===== src/rtl/dpsr_pkg.sv =====
// Shared definitions for the delay phase-slope rotator: widths, the request and
// response structs, the front-to-back item, and the CORDIC arctangent table.
// No dependencies.
`default_nettype none

package dpsr_pkg;

   localparam int SAMPLE_WIDTH        = 16;
   localparam int CHANNEL_BITS        = 14;
   localparam int DELAY_WIDTH         = 32;
   localparam int RES_WIDTH           = 32;
   localparam int TURN_WIDTH          = 32;
   localparam int FRAC_WIDTH          = 40;
   localparam int PHASE_BITS_DEFAULT  = 32;
   localparam int QUEUE_DEPTH_DEFAULT = 4;
   localparam int CORDIC_STEPS        = 24;
   localparam int CORDIC_WIDTH        = 34;
   localparam int ROUND_SHIFT         = 30;

   localparam logic [RES_WIDTH-1:0]           RES_RESET   = 32'd1000000;
   localparam logic signed [CORDIC_WIDTH-1:0] CORDIC_GAIN = 34'sh026DD3B6A;

   typedef enum logic [1:0] {
      QUADRANT_0,
      QUADRANT_1,
      QUADRANT_2,
      QUADRANT_3
   } quadrant_type;

   typedef struct packed {
      logic signed [SAMPLE_WIDTH-1:0] sample_re;
      logic signed [SAMPLE_WIDTH-1:0] sample_im;
      logic                           sample_valid;
      logic [CHANNEL_BITS-1:0]        channel;
      logic signed [DELAY_WIDTH-1:0]  delay_value;
      logic                           delay_valid;
   } dpsr_req_type;

   typedef struct packed {
      logic signed [SAMPLE_WIDTH-1:0] out_re;
      logic signed [SAMPLE_WIDTH-1:0] out_im;
      logic                           out_valid;
   } dpsr_rsp_type;

   // What the front hands to the back: the sample, its flags, and the
   // phase already split into a quadrant and a residual angle.
   typedef struct packed {
      logic signed [SAMPLE_WIDTH-1:0] sample_re;
      logic signed [SAMPLE_WIDTH-1:0] sample_im;
      logic                           sample_valid;
      logic                           delay_valid;
      quadrant_type                   quadrant;
      logic signed [TURN_WIDTH-1:0]   residual;
   } dpsr_item_type;

   // Arctangent of 2^-step in units of 2^-32 turn.
   function automatic logic [TURN_WIDTH-1:0] atan_turn(input int unsigned step);
      logic [TURN_WIDTH-1:0] value;
      unique case (step)
         0:       value = 32'h20000000;
         1:       value = 32'h12E4051D;
         2:       value = 32'h09FB385B;
         3:       value = 32'h051111D4;
         4:       value = 32'h028B0D43;
         5:       value = 32'h0145D7E1;
         6:       value = 32'h00A2F61E;
         7:       value = 32'h00517C55;
         8:       value = 32'h0028BE53;
         9:       value = 32'h00145F2F;
         10:      value = 32'h000A2F98;
         11:      value = 32'h000517CC;
         12:      value = 32'h00028BE6;
         13:      value = 32'h000145F3;
         14:      value = 32'h0000A2F9;
         15:      value = 32'h0000517C;
         16:      value = 32'h000028BE;
         17:      value = 32'h0000145F;
         18:      value = 32'h00000A2F;
         19:      value = 32'h00000517;
         20:      value = 32'h0000028B;
         21:      value = 32'h00000145;
         22:      value = 32'h000000A2;
         23:      value = 32'h00000051;
         default: value = '0;
      endcase
      return value;
   endfunction

endpackage

`default_nettype wire


===== src/rtl/dpsr_queue.sv =====
// Short queue between the front and the back of the rotator. The back takes
// the head every cycle that the queue holds an item. Depends on dpsr_pkg.
`default_nettype none

module dpsr_queue #(
   parameter int DEPTH = dpsr_pkg::QUEUE_DEPTH_DEFAULT
) (
   input  wire logic                         clock,
   input  wire logic                         reset,
   input  wire logic                         push_valid,
   input  wire dpsr_pkg::dpsr_item_type      push_item,
   output logic                              pop_valid,
   output dpsr_pkg::dpsr_item_type           pop_item,
   output logic [$clog2(DEPTH+1)-1:0]        count
);
   import dpsr_pkg::*;

   localparam int PTR_W = $clog2(DEPTH);
   localparam int CNT_W = $clog2(DEPTH+1);

   dpsr_item_type    entry_ff [DEPTH];
   logic [PTR_W-1:0] wr_ptr_ff, wr_ptr_in, rd_ptr_ff, rd_ptr_in;
   logic [CNT_W-1:0] count_ff, count_in;
   logic             pop;

   always_comb begin
      pop       = (count_ff != '0);
      wr_ptr_in = wr_ptr_ff;
      rd_ptr_in = rd_ptr_ff;
      if (push_valid) begin
         wr_ptr_in = (wr_ptr_ff == PTR_W'(DEPTH-1)) ? '0 : wr_ptr_ff + 1'b1;
      end
      if (pop) begin
         rd_ptr_in = (rd_ptr_ff == PTR_W'(DEPTH-1)) ? '0 : rd_ptr_ff + 1'b1;
      end
      count_in = count_ff + CNT_W'(push_valid) - CNT_W'(pop);
   end

   always_ff @(posedge clock) begin
      if (reset) begin
         wr_ptr_ff <= '0;
         rd_ptr_ff <= '0;
         count_ff  <= '0;
      end else begin
         wr_ptr_ff <= wr_ptr_in;
         rd_ptr_ff <= rd_ptr_in;
         count_ff  <= count_in;
      end
   end

   always_ff @(posedge clock) begin
      if (push_valid) begin
         entry_ff[wr_ptr_ff] <= push_item;
      end
   end

   assign pop_valid = pop;
   assign pop_item  = entry_ff[rd_ptr_ff];
   assign count     = count_ff;

endmodule

`default_nettype wire


===== config.mk =====
export PLATFORM = sky130hd
export DESIGN_NAME = dpsr_queue
export DESIGN_NICKNAME = d
export VERILOG_FILES = /design/src/rtl/dpsr_pkg.sv /design/src/rtl/dpsr_queue.sv
export SDC_FILE = /design/constraint.sdc
export NUM_CORES = 1
export LEC_CHECK = 0
export ABC_AREA = 0
export BUFFER_PORTS_ARGS = -buffer_cell sky130_fd_sc_hd__buf_4
export CAP_MARGIN = 10
export CORE_MARGIN = 5
export CORE_UTILIZATION = 57
export CTS_CLUSTER_SIZE = 25
export DETAILED_ROUTE_END_ITERATION = 8
export PLACE_DENSITY = 0.79
export SYNTH_ARGS = -nofsm -noshare
export SYNTH_HDL_FRONTEND = slang
export SYNTH_SLANG_ARGS = --single-unit

===== constraint.sdc =====
create_clock -name clock -period 3.4 [get_ports clock]
set_input_delay 0.68 -clock clock [delete_from_list [all_inputs] [get_ports clock]]
set_output_delay 0.68 -clock clock [all_outputs]
set_load 0.03 [all_outputs]

==> run metrics <==
status finished clean; DPL Wire Length 11200 µm; Max Used Layer met4; Starting Density 57.7%; gr ovfl total 0; largest net degree at the start of global routing 39; r2r setup slk 1.31 ns; Synth area leader edfxtp_1; n_diodes 0; Area contributors post-synth edfxtp_1, mux4_2, dfxtp_1; post-synthesis sequential area ratio 81.1%; layout cell share with drive strength beyond 1 46.6%; Routed Wire Length 18200 µm; CP dominant cell by count buf_4; dpl cell area 0.0116 mm²; Power per Cell Area 800 mW/mm²; cts bufs inserted 28; internal power 7090 µW; hold_sp push_item[21]; first-pass GRT wire length 27700 µm; Routed met3 length 1340 µm; PortBufs 142; Clock Power Share 29.9%; final net count 645; Die Ht 144 µm; Root Buffer Master clkbuf_16; Sw Share 29.5%; CP startpoint kind register; Area Overhead vs Synth 22.3%; setup TNS 0 ns; Worst VDD drop 580 µV; met2 routed WL 9180 µm; Crit path largest cell delay 0.72 ns; CORE AREA 0.0178 mm²; asr flop ratio synth 0%; Clock transition at path regs 0.06 ns; post_cts resized 0; Post-CTS Setup Bufs 0; Final Setup Violations 0; GRT Overall Usage 17.6%; fmax 0.332 GHz; Worst EP required 2.72 ns; relative slew slack 60.0%; GPL Wtd Cong 0.703; fill cell count 1049; Slowest-stage cell, CP dfxtp_4; worst skew pair latency 0.52 ns; Yosys top cell area share 79.4%; Max-cap violations 0; unrepaired setup endpoints after global routing no; crit path max fanout 26; htree depth 1; minimum clock period 3.02 ns; # DRC 0; Min-Delay Path Class primary input to register; Die Area 0.0208 mm²; crit path cell chain buf_4 -> mux4_2 -> buf_4; Syn Inst Count 398; period utilization 88.7%; CTS tree yes; synthesized area 0.0103 mm²; IO Pins 143; Critical Path Sink Type output pin; initial antenna violation count 0; Max Slew Vio Count 0; DIE WIDTH 144 µm; M1 WL 7450 µm; cell with the most instances after synthesis edfxtp_1; vias in the first global route 5120; clock skew 0.00481 ns; Routed Antenna Nets 0; Yosys reg bits 281; Via density 5.63; First-pass DRT Iterations 4; CP Class register to output pin; routed len/inst 22.3 µm; share of power burned in registers 41.7%; routed vias 4599; DR iter-0 viols 263; worst hold slack 0.359 ns; Max Root-Sink Buffers 3; Tightest Pin Transition 0.601 ns; critical path arrival 2.34 ns; Synth top cells by count edfxtp_1, mux4_2, dfxtp_1, ha_1, inv_1; worst r2r src count[1]$_SDFF_PP0_; Mapped Avg Cell Area 25.9 µm²; Design Power 10100 µW; Fin. Hold Viols 0; switching pwr 2970 µW; number of cell rows 49; Leak 0.00432 µW; dominant synthesized flop cell edfxtp_1; post-synthesis net count 477; CTS hold repair buffers 0; Final Instance Area 0.0126 mm²; Ys Warns 0; combinational fraction of design power 28.4%; Yosys cell types 24; clk sinks 281; Post-synth EDFFs 272
==> path summary, 6_finish.rpt <==
path / end / depth (start not counted)
max reg2reg: count[2]$_SDFF_PP0_ / 8
min reg2reg: wr_ptr_ff[0]$_SDFFE_PP0P_ / 2
max: pop_item[42] / 3
min: entry_ff[1][21]$_DFFE_PP_ / 1
==> through the flow <==
step,instances,setup WS [ns],utilization (%)
after global routing,817,0.213,70.5
after global placement,765,0.910,65.3
after CTS,817,0.300,70.5
after detailed placement,765,0.854,65.3
after floorplan,398,0.691,-
final,817,0.384,70.5
==> flip-flops by register name, summed over array words and instances, names as in the netlist, named ones only <==
signal     flops
count          3
entry_ff     272
rd_ptr_ff      2
wr_ptr_ff      2
==> cell type report <==
class / instances / area [µm²] / area share (%)
clock inverters: 13 / 116 / 0.925
clock buffers: 39 / 813 / 6.47
inverters: 5 / 18.8 / 0.149
repair buffers: 154 / 1190 / 9.49
flip-flops and latches: 281 / 8360 / 66.4
well taps: 229 / 287 / 2.28
multi-input cells: 96 / 1800 / 14.3
==> kinds of logic after synthesis <==
| kind of cell | count (synthesis) | synth area share (%) |
|---|---|---|
| simple gates | 14 | 0.827 |
| compound gates | 3 | 0.170 |
| mux | 70 | 15.1 |
| fa+ha+maj | 8 | 1.05 |
| buf+inv | 21 | 1.51 |
| flops | 281 | 81.1 |
| xor+xnor | 1 | 0.219 |
==> power groups by stage <==
stage | sequential, µW | combinational [µW] | clock, µW
floorplan | 4120 | 2070 | 0
global placement | 4260 | 2850 | 0
detailed placement | 4280 | 2900 | 0
CTS | 4210 | 2910 | 3070
global route | 4230 | 3020 | 3220
finish | 4190 | 2860 | 3010
==> routing by layer <==
layer / vias to the layer above / track usage, %
li1: 2036 / -
met1: 2381 / 24.7
met2: 160 / 29.2
met3: 22 / 3.87
met4: 0 / 3.78
met5: - / 0
==> cells in the final DEF (no fill, tap or decap), drive strengths merged <==
cell type,instances
nor2b,2
nor2,3
bufinv,2
mux4,68
buf,154
mux2i,1
mux2,1
a21oi,2
ha,7
clkbuf,39
nand2b,1
dfxtp,9
clkinv,10
o31ai,1
edfxtp,272
or3b,1
fa,1
nor3,1
or3,1
xnor3,1
and2,4
or4b,1
inv,6
==> worst max-delay path: cells and delay by family, from the launching register on <==
family | cells | cell delay (ns)
buffers and inverters | 2 | 0.53
DFF | 1 | 0.72
muxes | 1 | 0.55
(Power assumes the default switching activity.)
