==> src/rtl/dpsr_pkg.sv <==
// Shared definitions for the delay phase-slope rotator: widths, the request and
// response structs, the front-to-back item, and the CORDIC arctangent table.
// No dependencies.
`default_nettype none

package dpsr_pkg;

   localparam int SAMPLE_WIDTH        = 16;
   localparam int CHANNEL_BITS        = 14;
   localparam int DELAY_WIDTH         = 32;
   localparam int RES_WIDTH           = 32;
   localparam int TURN_WIDTH          = 32;
   localparam int FRAC_WIDTH          = 40;
   localparam int PHASE_BITS_DEFAULT  = 32;
   localparam int QUEUE_DEPTH_DEFAULT = 4;
   localparam int CORDIC_STEPS        = 24;
   localparam int CORDIC_WIDTH        = 34;
   localparam int ROUND_SHIFT         = 30;

   localparam logic [RES_WIDTH-1:0]           RES_RESET   = 32'd1000000;
   localparam logic signed [CORDIC_WIDTH-1:0] CORDIC_GAIN = 34'sh026DD3B6A;

   typedef enum logic [1:0] {
      QUADRANT_0,
      QUADRANT_1,
      QUADRANT_2,
      QUADRANT_3
   } quadrant_type;

   typedef struct packed {
      logic signed [SAMPLE_WIDTH-1:0] sample_re;
      logic signed [SAMPLE_WIDTH-1:0] sample_im;
      logic                           sample_valid;
      logic [CHANNEL_BITS-1:0]        channel;
      logic signed [DELAY_WIDTH-1:0]  delay_value;
      logic                           delay_valid;
   } dpsr_req_type;

   typedef struct packed {
      logic signed [SAMPLE_WIDTH-1:0] out_re;
      logic signed [SAMPLE_WIDTH-1:0] out_im;
      logic                           out_valid;
   } dpsr_rsp_type;

   // What the front hands to the back: the sample, its flags, and the
   // phase already split into a quadrant and a residual angle.
   typedef struct packed {
      logic signed [SAMPLE_WIDTH-1:0] sample_re;
      logic signed [SAMPLE_WIDTH-1:0] sample_im;
      logic                           sample_valid;
      logic                           delay_valid;
      quadrant_type                   quadrant;
      logic signed [TURN_WIDTH-1:0]   residual;
   } dpsr_item_type;

   // Arctangent of 2^-step in units of 2^-32 turn.
   function automatic logic [TURN_WIDTH-1:0] atan_turn(input int unsigned step);
      logic [TURN_WIDTH-1:0] value;
      unique case (step)
         0:       value = 32'h20000000;
         1:       value = 32'h12E4051D;
         2:       value = 32'h09FB385B;
         3:       value = 32'h051111D4;
         4:       value = 32'h028B0D43;
         5:       value = 32'h0145D7E1;
         6:       value = 32'h00A2F61E;
         7:       value = 32'h00517C55;
         8:       value = 32'h0028BE53;
         9:       value = 32'h00145F2F;
         10:      value = 32'h000A2F98;
         11:      value = 32'h000517CC;
         12:      value = 32'h00028BE6;
         13:      value = 32'h000145F3;
         14:      value = 32'h0000A2F9;
         15:      value = 32'h0000517C;
         16:      value = 32'h000028BE;
         17:      value = 32'h0000145F;
         18:      value = 32'h00000A2F;
         19:      value = 32'h00000517;
         20:      value = 32'h0000028B;
         21:      value = 32'h00000145;
         22:      value = 32'h000000A2;
         23:      value = 32'h00000051;
         default: value = '0;
      endcase
      return value;
   endfunction

endpackage

`default_nettype wire

==> src/rtl/dpsr_front.sv <==
// Front part of the rotator: takes requests and turns the delay into a phase,
// split into quadrant and residual angle. Three register stages.
// Depends on dpsr_pkg.
`default_nettype none

module dpsr_front #(
   parameter int PHASE_BITS = dpsr_pkg::PHASE_BITS_DEFAULT
) (
   input  wire logic                           clock,
   input  wire logic                           reset,
   input  wire logic                           accept,
   input  wire dpsr_pkg::dpsr_req_type         req,
   input  wire logic [dpsr_pkg::RES_WIDTH-1:0] resolution,
   output logic                                item_valid,
   output dpsr_pkg::dpsr_item_type             item,
   output logic [1:0]                          inflight
);
   import dpsr_pkg::*;

   localparam int HI_WIDTH = FRAC_WIDTH - DELAY_WIDTH;
   localparam logic [TURN_WIDTH-1:0] TURN_MASK =
      ~((TURN_WIDTH'(1) << (TURN_WIDTH - PHASE_BITS)) - TURN_WIDTH'(1));
   localparam logic [TURN_WIDTH-1:0] EIGHTH_TURN = TURN_WIDTH'(1) << (TURN_WIDTH - 3);

   logic v1_ff, v1_in, v2_ff, v2_in, v3_ff, v3_in;

   // Stage 1: resolution times delay, modulo 2^40.
   logic [2*RES_WIDTH-1:0]         prod_full;
   logic [HI_WIDTH-1:0]            prod_hi;
   logic [FRAC_WIDTH-1:0]          rd_ff, rd_in;
   logic signed [SAMPLE_WIDTH-1:0] re1_ff, im1_ff;
   logic                           sv1_ff, dv1_ff;
   logic [CHANNEL_BITS-1:0]        chan1_ff;

   // Stage 2: times channel, keep the turn word.
   logic [FRAC_WIDTH-1:0]          ph_in;
   logic [TURN_WIDTH-1:0]          turn_ff, turn_in;
   logic signed [SAMPLE_WIDTH-1:0] re2_ff, im2_ff;
   logic                           sv2_ff, dv2_ff;

   // Stage 3: quadrant and residual.
   logic [TURN_WIDTH-1:0]          shifted;
   quadrant_type                   quad;
   dpsr_item_type                  item_ff, item_in;

   always_comb begin
      prod_full = RES_WIDTH'(0) + (2*RES_WIDTH)'(resolution)
                  * (2*RES_WIDTH)'($unsigned(req.delay_value));
      // The sign extension of the delay adds minus the resolution at bit 32.
      prod_hi   = req.delay_value[DELAY_WIDTH-1] ? (HI_WIDTH'(0) - resolution[HI_WIDTH-1:0])
                                                 : HI_WIDTH'(0);
      rd_in     = prod_full[FRAC_WIDTH-1:0] + {prod_hi, DELAY_WIDTH'(0)};
      v1_in     = accept;
   end

   always_comb begin
      ph_in   = rd_ff * FRAC_WIDTH'(chan1_ff);
      turn_in = ph_in[FRAC_WIDTH-1 -: TURN_WIDTH] & TURN_MASK;
      v2_in   = v1_ff;
   end

   always_comb begin
      shifted              = turn_ff + EIGHTH_TURN;
      quad                 = quadrant_type'(shifted[TURN_WIDTH-1 -: 2]);
      item_in.sample_re    = re2_ff;
      item_in.sample_im    = im2_ff;
      item_in.sample_valid = sv2_ff;
      item_in.delay_valid  = dv2_ff;
      item_in.quadrant     = quad;
      item_in.residual     = $signed(turn_ff - {shifted[TURN_WIDTH-1 -: 2], (TURN_WIDTH-2)'(0)});
      v3_in                = v2_ff;
   end

   always_ff @(posedge clock) begin
      if (reset) begin
         v1_ff <= 1'b0;
         v2_ff <= 1'b0;
         v3_ff <= 1'b0;
      end else begin
         v1_ff <= v1_in;
         v2_ff <= v2_in;
         v3_ff <= v3_in;
      end
   end

   always_ff @(posedge clock) begin
      if (accept) begin
         rd_ff    <= rd_in;
         re1_ff   <= req.sample_re;
         im1_ff   <= req.sample_im;
         sv1_ff   <= req.sample_valid;
         dv1_ff   <= req.delay_valid;
         chan1_ff <= req.channel;
      end
      if (v1_ff) begin
         turn_ff <= turn_in;
         re2_ff  <= re1_ff;
         im2_ff  <= im1_ff;
         sv2_ff  <= sv1_ff;
         dv2_ff  <= dv1_ff;
      end
      if (v2_ff) begin
         item_ff <= item_in;
      end
   end

   assign item_valid = v3_ff;
   assign item       = item_ff;
   assign inflight   = 2'(v1_ff) + 2'(v2_ff) + 2'(v3_ff);

endmodule

`default_nettype wire

==> config.mk <==
export PLATFORM = sky130hd
export DESIGN_NAME = dpsr_front
export DESIGN_NICKNAME = d
export VERILOG_FILES = /design/src/rtl/dpsr_pkg.sv /design/src/rtl/dpsr_front.sv
export SDC_FILE = /design/constraint.sdc
export NUM_CORES = 2
export LEC_CHECK = 0
export BUFFER_PORTS_ARGS = -buffer_cell sky130_fd_sc_hd__buf_4
export CAP_MARGIN = 15
export CORE_UTILIZATION = 55
export CTS_BUF_LIST = sky130_fd_sc_hd__clkbuf_8 sky130_fd_sc_hd__clkbuf_16
export CTS_CLUSTER_DIAMETER = 40
export DETAILED_ROUTE_END_ITERATION = 10
export GPL_TIMING_DRIVEN = 1
export MAX_ROUTING_LAYER = met4
export PLACE_DENSITY_LB_ADDON = 0.12
export RECOVER_POWER = 25
export SKIP_LAST_GASP = 1
export SLEW_MARGIN = 40
export SYNTH_ARGS = -nofsm -noshare
export SYNTH_HDL_FRONTEND = slang
export SYNTH_SLANG_ARGS = --single-unit
==> constraint.sdc <==
create_clock -name clock -period 11.28 [get_ports clock]
set_input_delay 1.128 -clock clock [delete_from_list [all_inputs] [get_ports clock]]
set_output_delay 1.128 -clock clock [all_outputs]
set_load 0.02 [all_outputs]
==> metrics.md <==
| Metric | Value |
|---|---|
| CTS max path bufs | 3 |
| Critical path's top delay family | adder cells |
| Sequential cell area | just under 7000 µm² |
| Post-synth EDFFs | 222 |
| Slew Limit Fails | 0 |
| GP Congestion | about 0.94 |
| Worst-path fanout max | 32 |
| Drt via density | approximately 5.3 |
| Global route overflow | 0 |
| Post-Syn Nets | 5702 |
| Synth Register Bits | about 230 |
| WP buf/inv | 4 |
| Reg2reg setup slack | 4.34 ns |
| WL final | ~110000 µm |
| Setup Viol. Count Final | 0 |
| Crit end category | register |
| Ports | between 150 and 200 |
| Post-CTS setup buffers | 0 |
| Die area | slightly above 80000 µm² |
| GRT Resource Usage Total | 28.3% |
| Resize count post-CTS | 0 |
| Hold Vio Cnt, Final | 0 |
| Outcome | complete, no violations |
| Period utilisation layout | between 60% and 70% |
| Cell Rows | ~100 |
| Root buffer cell | clkbuf_16 |
| Final core occ | about three fifths |
| Worst-Margin Slew | ~0.98 ns |
| Layout fillers | 6753 |
| Die Width | approximately 280 µm |
| Avg WL per Cell | between 15 and 20 µm |
| Multi-input gate area | about 32000 µm² |
| Syn Area/Cell | approximately 10 µm² |
| Nets | roughly 5700 |
| Commonest non-fill, non-tap cells in the layout | inv_1 (1027), fa_1 (1000), and2_1 (671), nand2_1 (574), ha_1 (234) |
| Crit path launch type | primary input |
| Die Height | about 280 µm |
| Input/output buffers | 185 |
| CP Cell Sequence | buf_4 > nand2_1 > fa_1 > fa_1 > fa_1 > fa_1 > inv_1 > fa_1 > fa_1 > fa_1 > inv_1 > fa_1 > inv_1 > ha_1 > a21o_1 > a21o_1 > a21o_1 > a2111oi_0 > a21oi_1 > a21oi_1 > o41ai_2 > a221oi_2 > xnor2_1 |
| Reg2reg start | chan1_ff[2]$_DFFE_PP_ |
| Hold path startpoint | im2_ff[7]$_DFFE_PP_ |
| Post-synth top flop | edfxtp_1 |
| Sequential element share of the synthesized area | between 10% and 20% |
| Hpwl dp | slightly above 80000 µm |
| Relative slew slack | 34.7% |
| Initial DRC Count | around 1400 |
| Share of layout cells above drive strength 1 | ~6.3% |
| Depth of the most critical reg-to-reg path | 23 |
| Synth Cell Area | approximately 44000 µm² |
| DR pass1 iterations | 5 |
| Crit path time final | about 7.6 ns |
| Clk slew on worst S/H paths | around 0.06 ns |
| ANT nets after route | 0 |
| Vias | approximately 29000 |
| First-pass GRT wire length | around 170000 µm |
| Slowest cell on crit path | fa_1 |
| Hold EP | item[43]$_DFFE_PP_ |
| Initial Utilization | between 50 and 60% |
| CTS tree | yes |
| Hold depth | 0 |
| Area delta synth->final | 7.11% |
| End of the worst register-to-register path | turn_ff[31]$_DFFE_PP_ |
| RSZ-0062 raised after global routing | false |
| Hold-fix buffers, CTS | 0 |
| Ys async rst share | 0% |
| Worst Skew | approximately 0.032 ns |
| DRC Markers | 0 |
| Initial antenna violation count | 1 |
| CTS sink count | ~230 |
| Cell count after synthesis | ~4400 |
| Worst setup path class | in2reg |
| Commonest non-fill, non-tap cell in the layout | inv_1 |
| CP Data Arrival Time | just under 8 ns |
| Total core area | ~78000 µm² |
| Fmax | ~0.13 GHz |
| Clock Latency Late Sink | roughly 0.59 ns |
| CP peak stage delay | roughly 0.54 ns |
| Distinct cell type count of the synthesized netlist | 65 |
| Warning count from the yosys run | 0 |
| Number of global-route vias before repair | around 31000 |
| Max Cap Violations | 0 |
| Setup TNS | 0 ns |
| Cell mode on critical path | fa_1 |
| Max H-tree Level | 1 |
| Largest net degree at the start of global routing | 70 |
| Hold WC Path Type | reg2reg |
| Worst EP required | between 10 and 15 ns |
| CTS buffer count | 30 |
[cell usage after synthesis (all sizes together) (9+ instances only)]
cell	count	share of area, %
and3	10	0.15
fa	1000	46
edfxtp	222	15
nand2	574	4.9
nor2b	9	0.13
a21o	26	0.45
clkbuf	216	1.9
and2	671	9.6
inv	1023	8.8
nor2	24	0.21
xor2	37	0.74
nor3	15	0.18
o21ai	29	0.34
nand3	10	0.11
ha	234	6.7
xnor2	101	2.0
a21oi	61	0.72
[logic make-up (layout without fill, tap and decap cells)]
group                      count (synthesis)  after routing  synth area share [%]
and+or+nand+nor                         1339           1339                  15.8
buffers and inverters                   1242           1284                  10.7
DFF                                      225            225                  15.4
adders and majority gates               1234           1234                  52.6
xor gates and xnor gates                 138            138                  2.77
AOI/OAI and AO/OA                        175            175                  2.79
other                                      0              3                     0
[through the flow]
| stage | worst slack [ns] | instances | cell area [µm²] | hold WS [ns] |
|---|---|---|---|---|
| 4_1_cts | 3.75 | 5434 | 46700 | 0.413 |
| 5_1_grt | 3.37 | 5436 | 46700 | 0.413 |
| 3_5_place_dp | 3.12 | 5378 | 45700 | 0.405 |
| 2_1_floorplan | 3.41 | 4353 | 43600 | 0.400 |
| 6_report | 3.69 | 5438 | 46700 | 0.412 |
| 3_3_place_gp | 3.13 | 5378 | 45700 | 0.400 |
[layout make-up]
type,count,area share (%)
timing repair buffer,205,3.33
clock buffer,31,1.64
multi-input combinational,2886,69.0
sequential,225,14.4
tap,1040,2.78
inverter,1023,8.22
antenna,3,0.0161
clock inverter,25,0.640
[state kept, by name, indices dropped and copies added (netlist names)]
signal / cells
chan1_ff: 14
dv1_ff: 1
dv2_ff: 1
im1_ff: 16
im2_ff: 16
item: 68
item_valid: 1
rd_ff: 40
re1_ff: 16
re2_ff: 16
sv1_ff: 1
sv2_ff: 1
turn_ff: 32
v1_ff: 1
v2_ff: 1
[worst max-delay path by stage]
stage / start / end / slack, ns / cells past startpoint
6_report: req[9] / rd_ff[39]$_DFFE_PP_ / 3.69 / 23
5_1_grt: req[9] / rd_ff[39]$_DFFE_PP_ / 3.37 / 23
4_1_cts: req[7] / rd_ff[38]$_DFFE_PP_ / 3.75 / 24
3_5_place_dp: req[7] / rd_ff[38]$_DFFE_PP_ / 3.12 / 24
3_3_place_gp: req[7] / rd_ff[38]$_DFFE_PP_ / 3.13 / 24
2_1_floorplan: req[11] / rd_ff[39]$_DFFE_PP_ / 3.41 / 24
[layer usage]
layer  wire length [µm]  vias up  track usage (%)
met5                  0        -                -
met4               5040        0             11.9
met3               5030      207             2.54
met2              52300      794             46.7
met1              43200    15000             36.0
li1                   -    12700                -
[worst register-to-register path, cell delays in order (launching register included)]
cell and delay [ns]:
edfxtp_1 0.32, buf_4 0.42, nand2_1 0.22, fa_1 0.57, inv_1 0.05, fa_1 0.46, fa_1 0.51, inv_1 0.06
fa_1 0.54, inv_1 0.05, fa_1 0.49, inv_1 0.06, fa_1 0.52, inv_1 0.05, ha_1 0.34, a21oi_1 0.17
o21ai_0 0.14, a2111oi_1 0.61, nor3_1 0.12, a21oi_2 0.23, a311oi_2 0.20, a21o_1 0.24, a21oi_1 0.19, xnor2_1 0.11
Power is left out: the tool's default activity adds up to more than one toggle a clock period on the data nets, which glitch-free logic cannot reach.
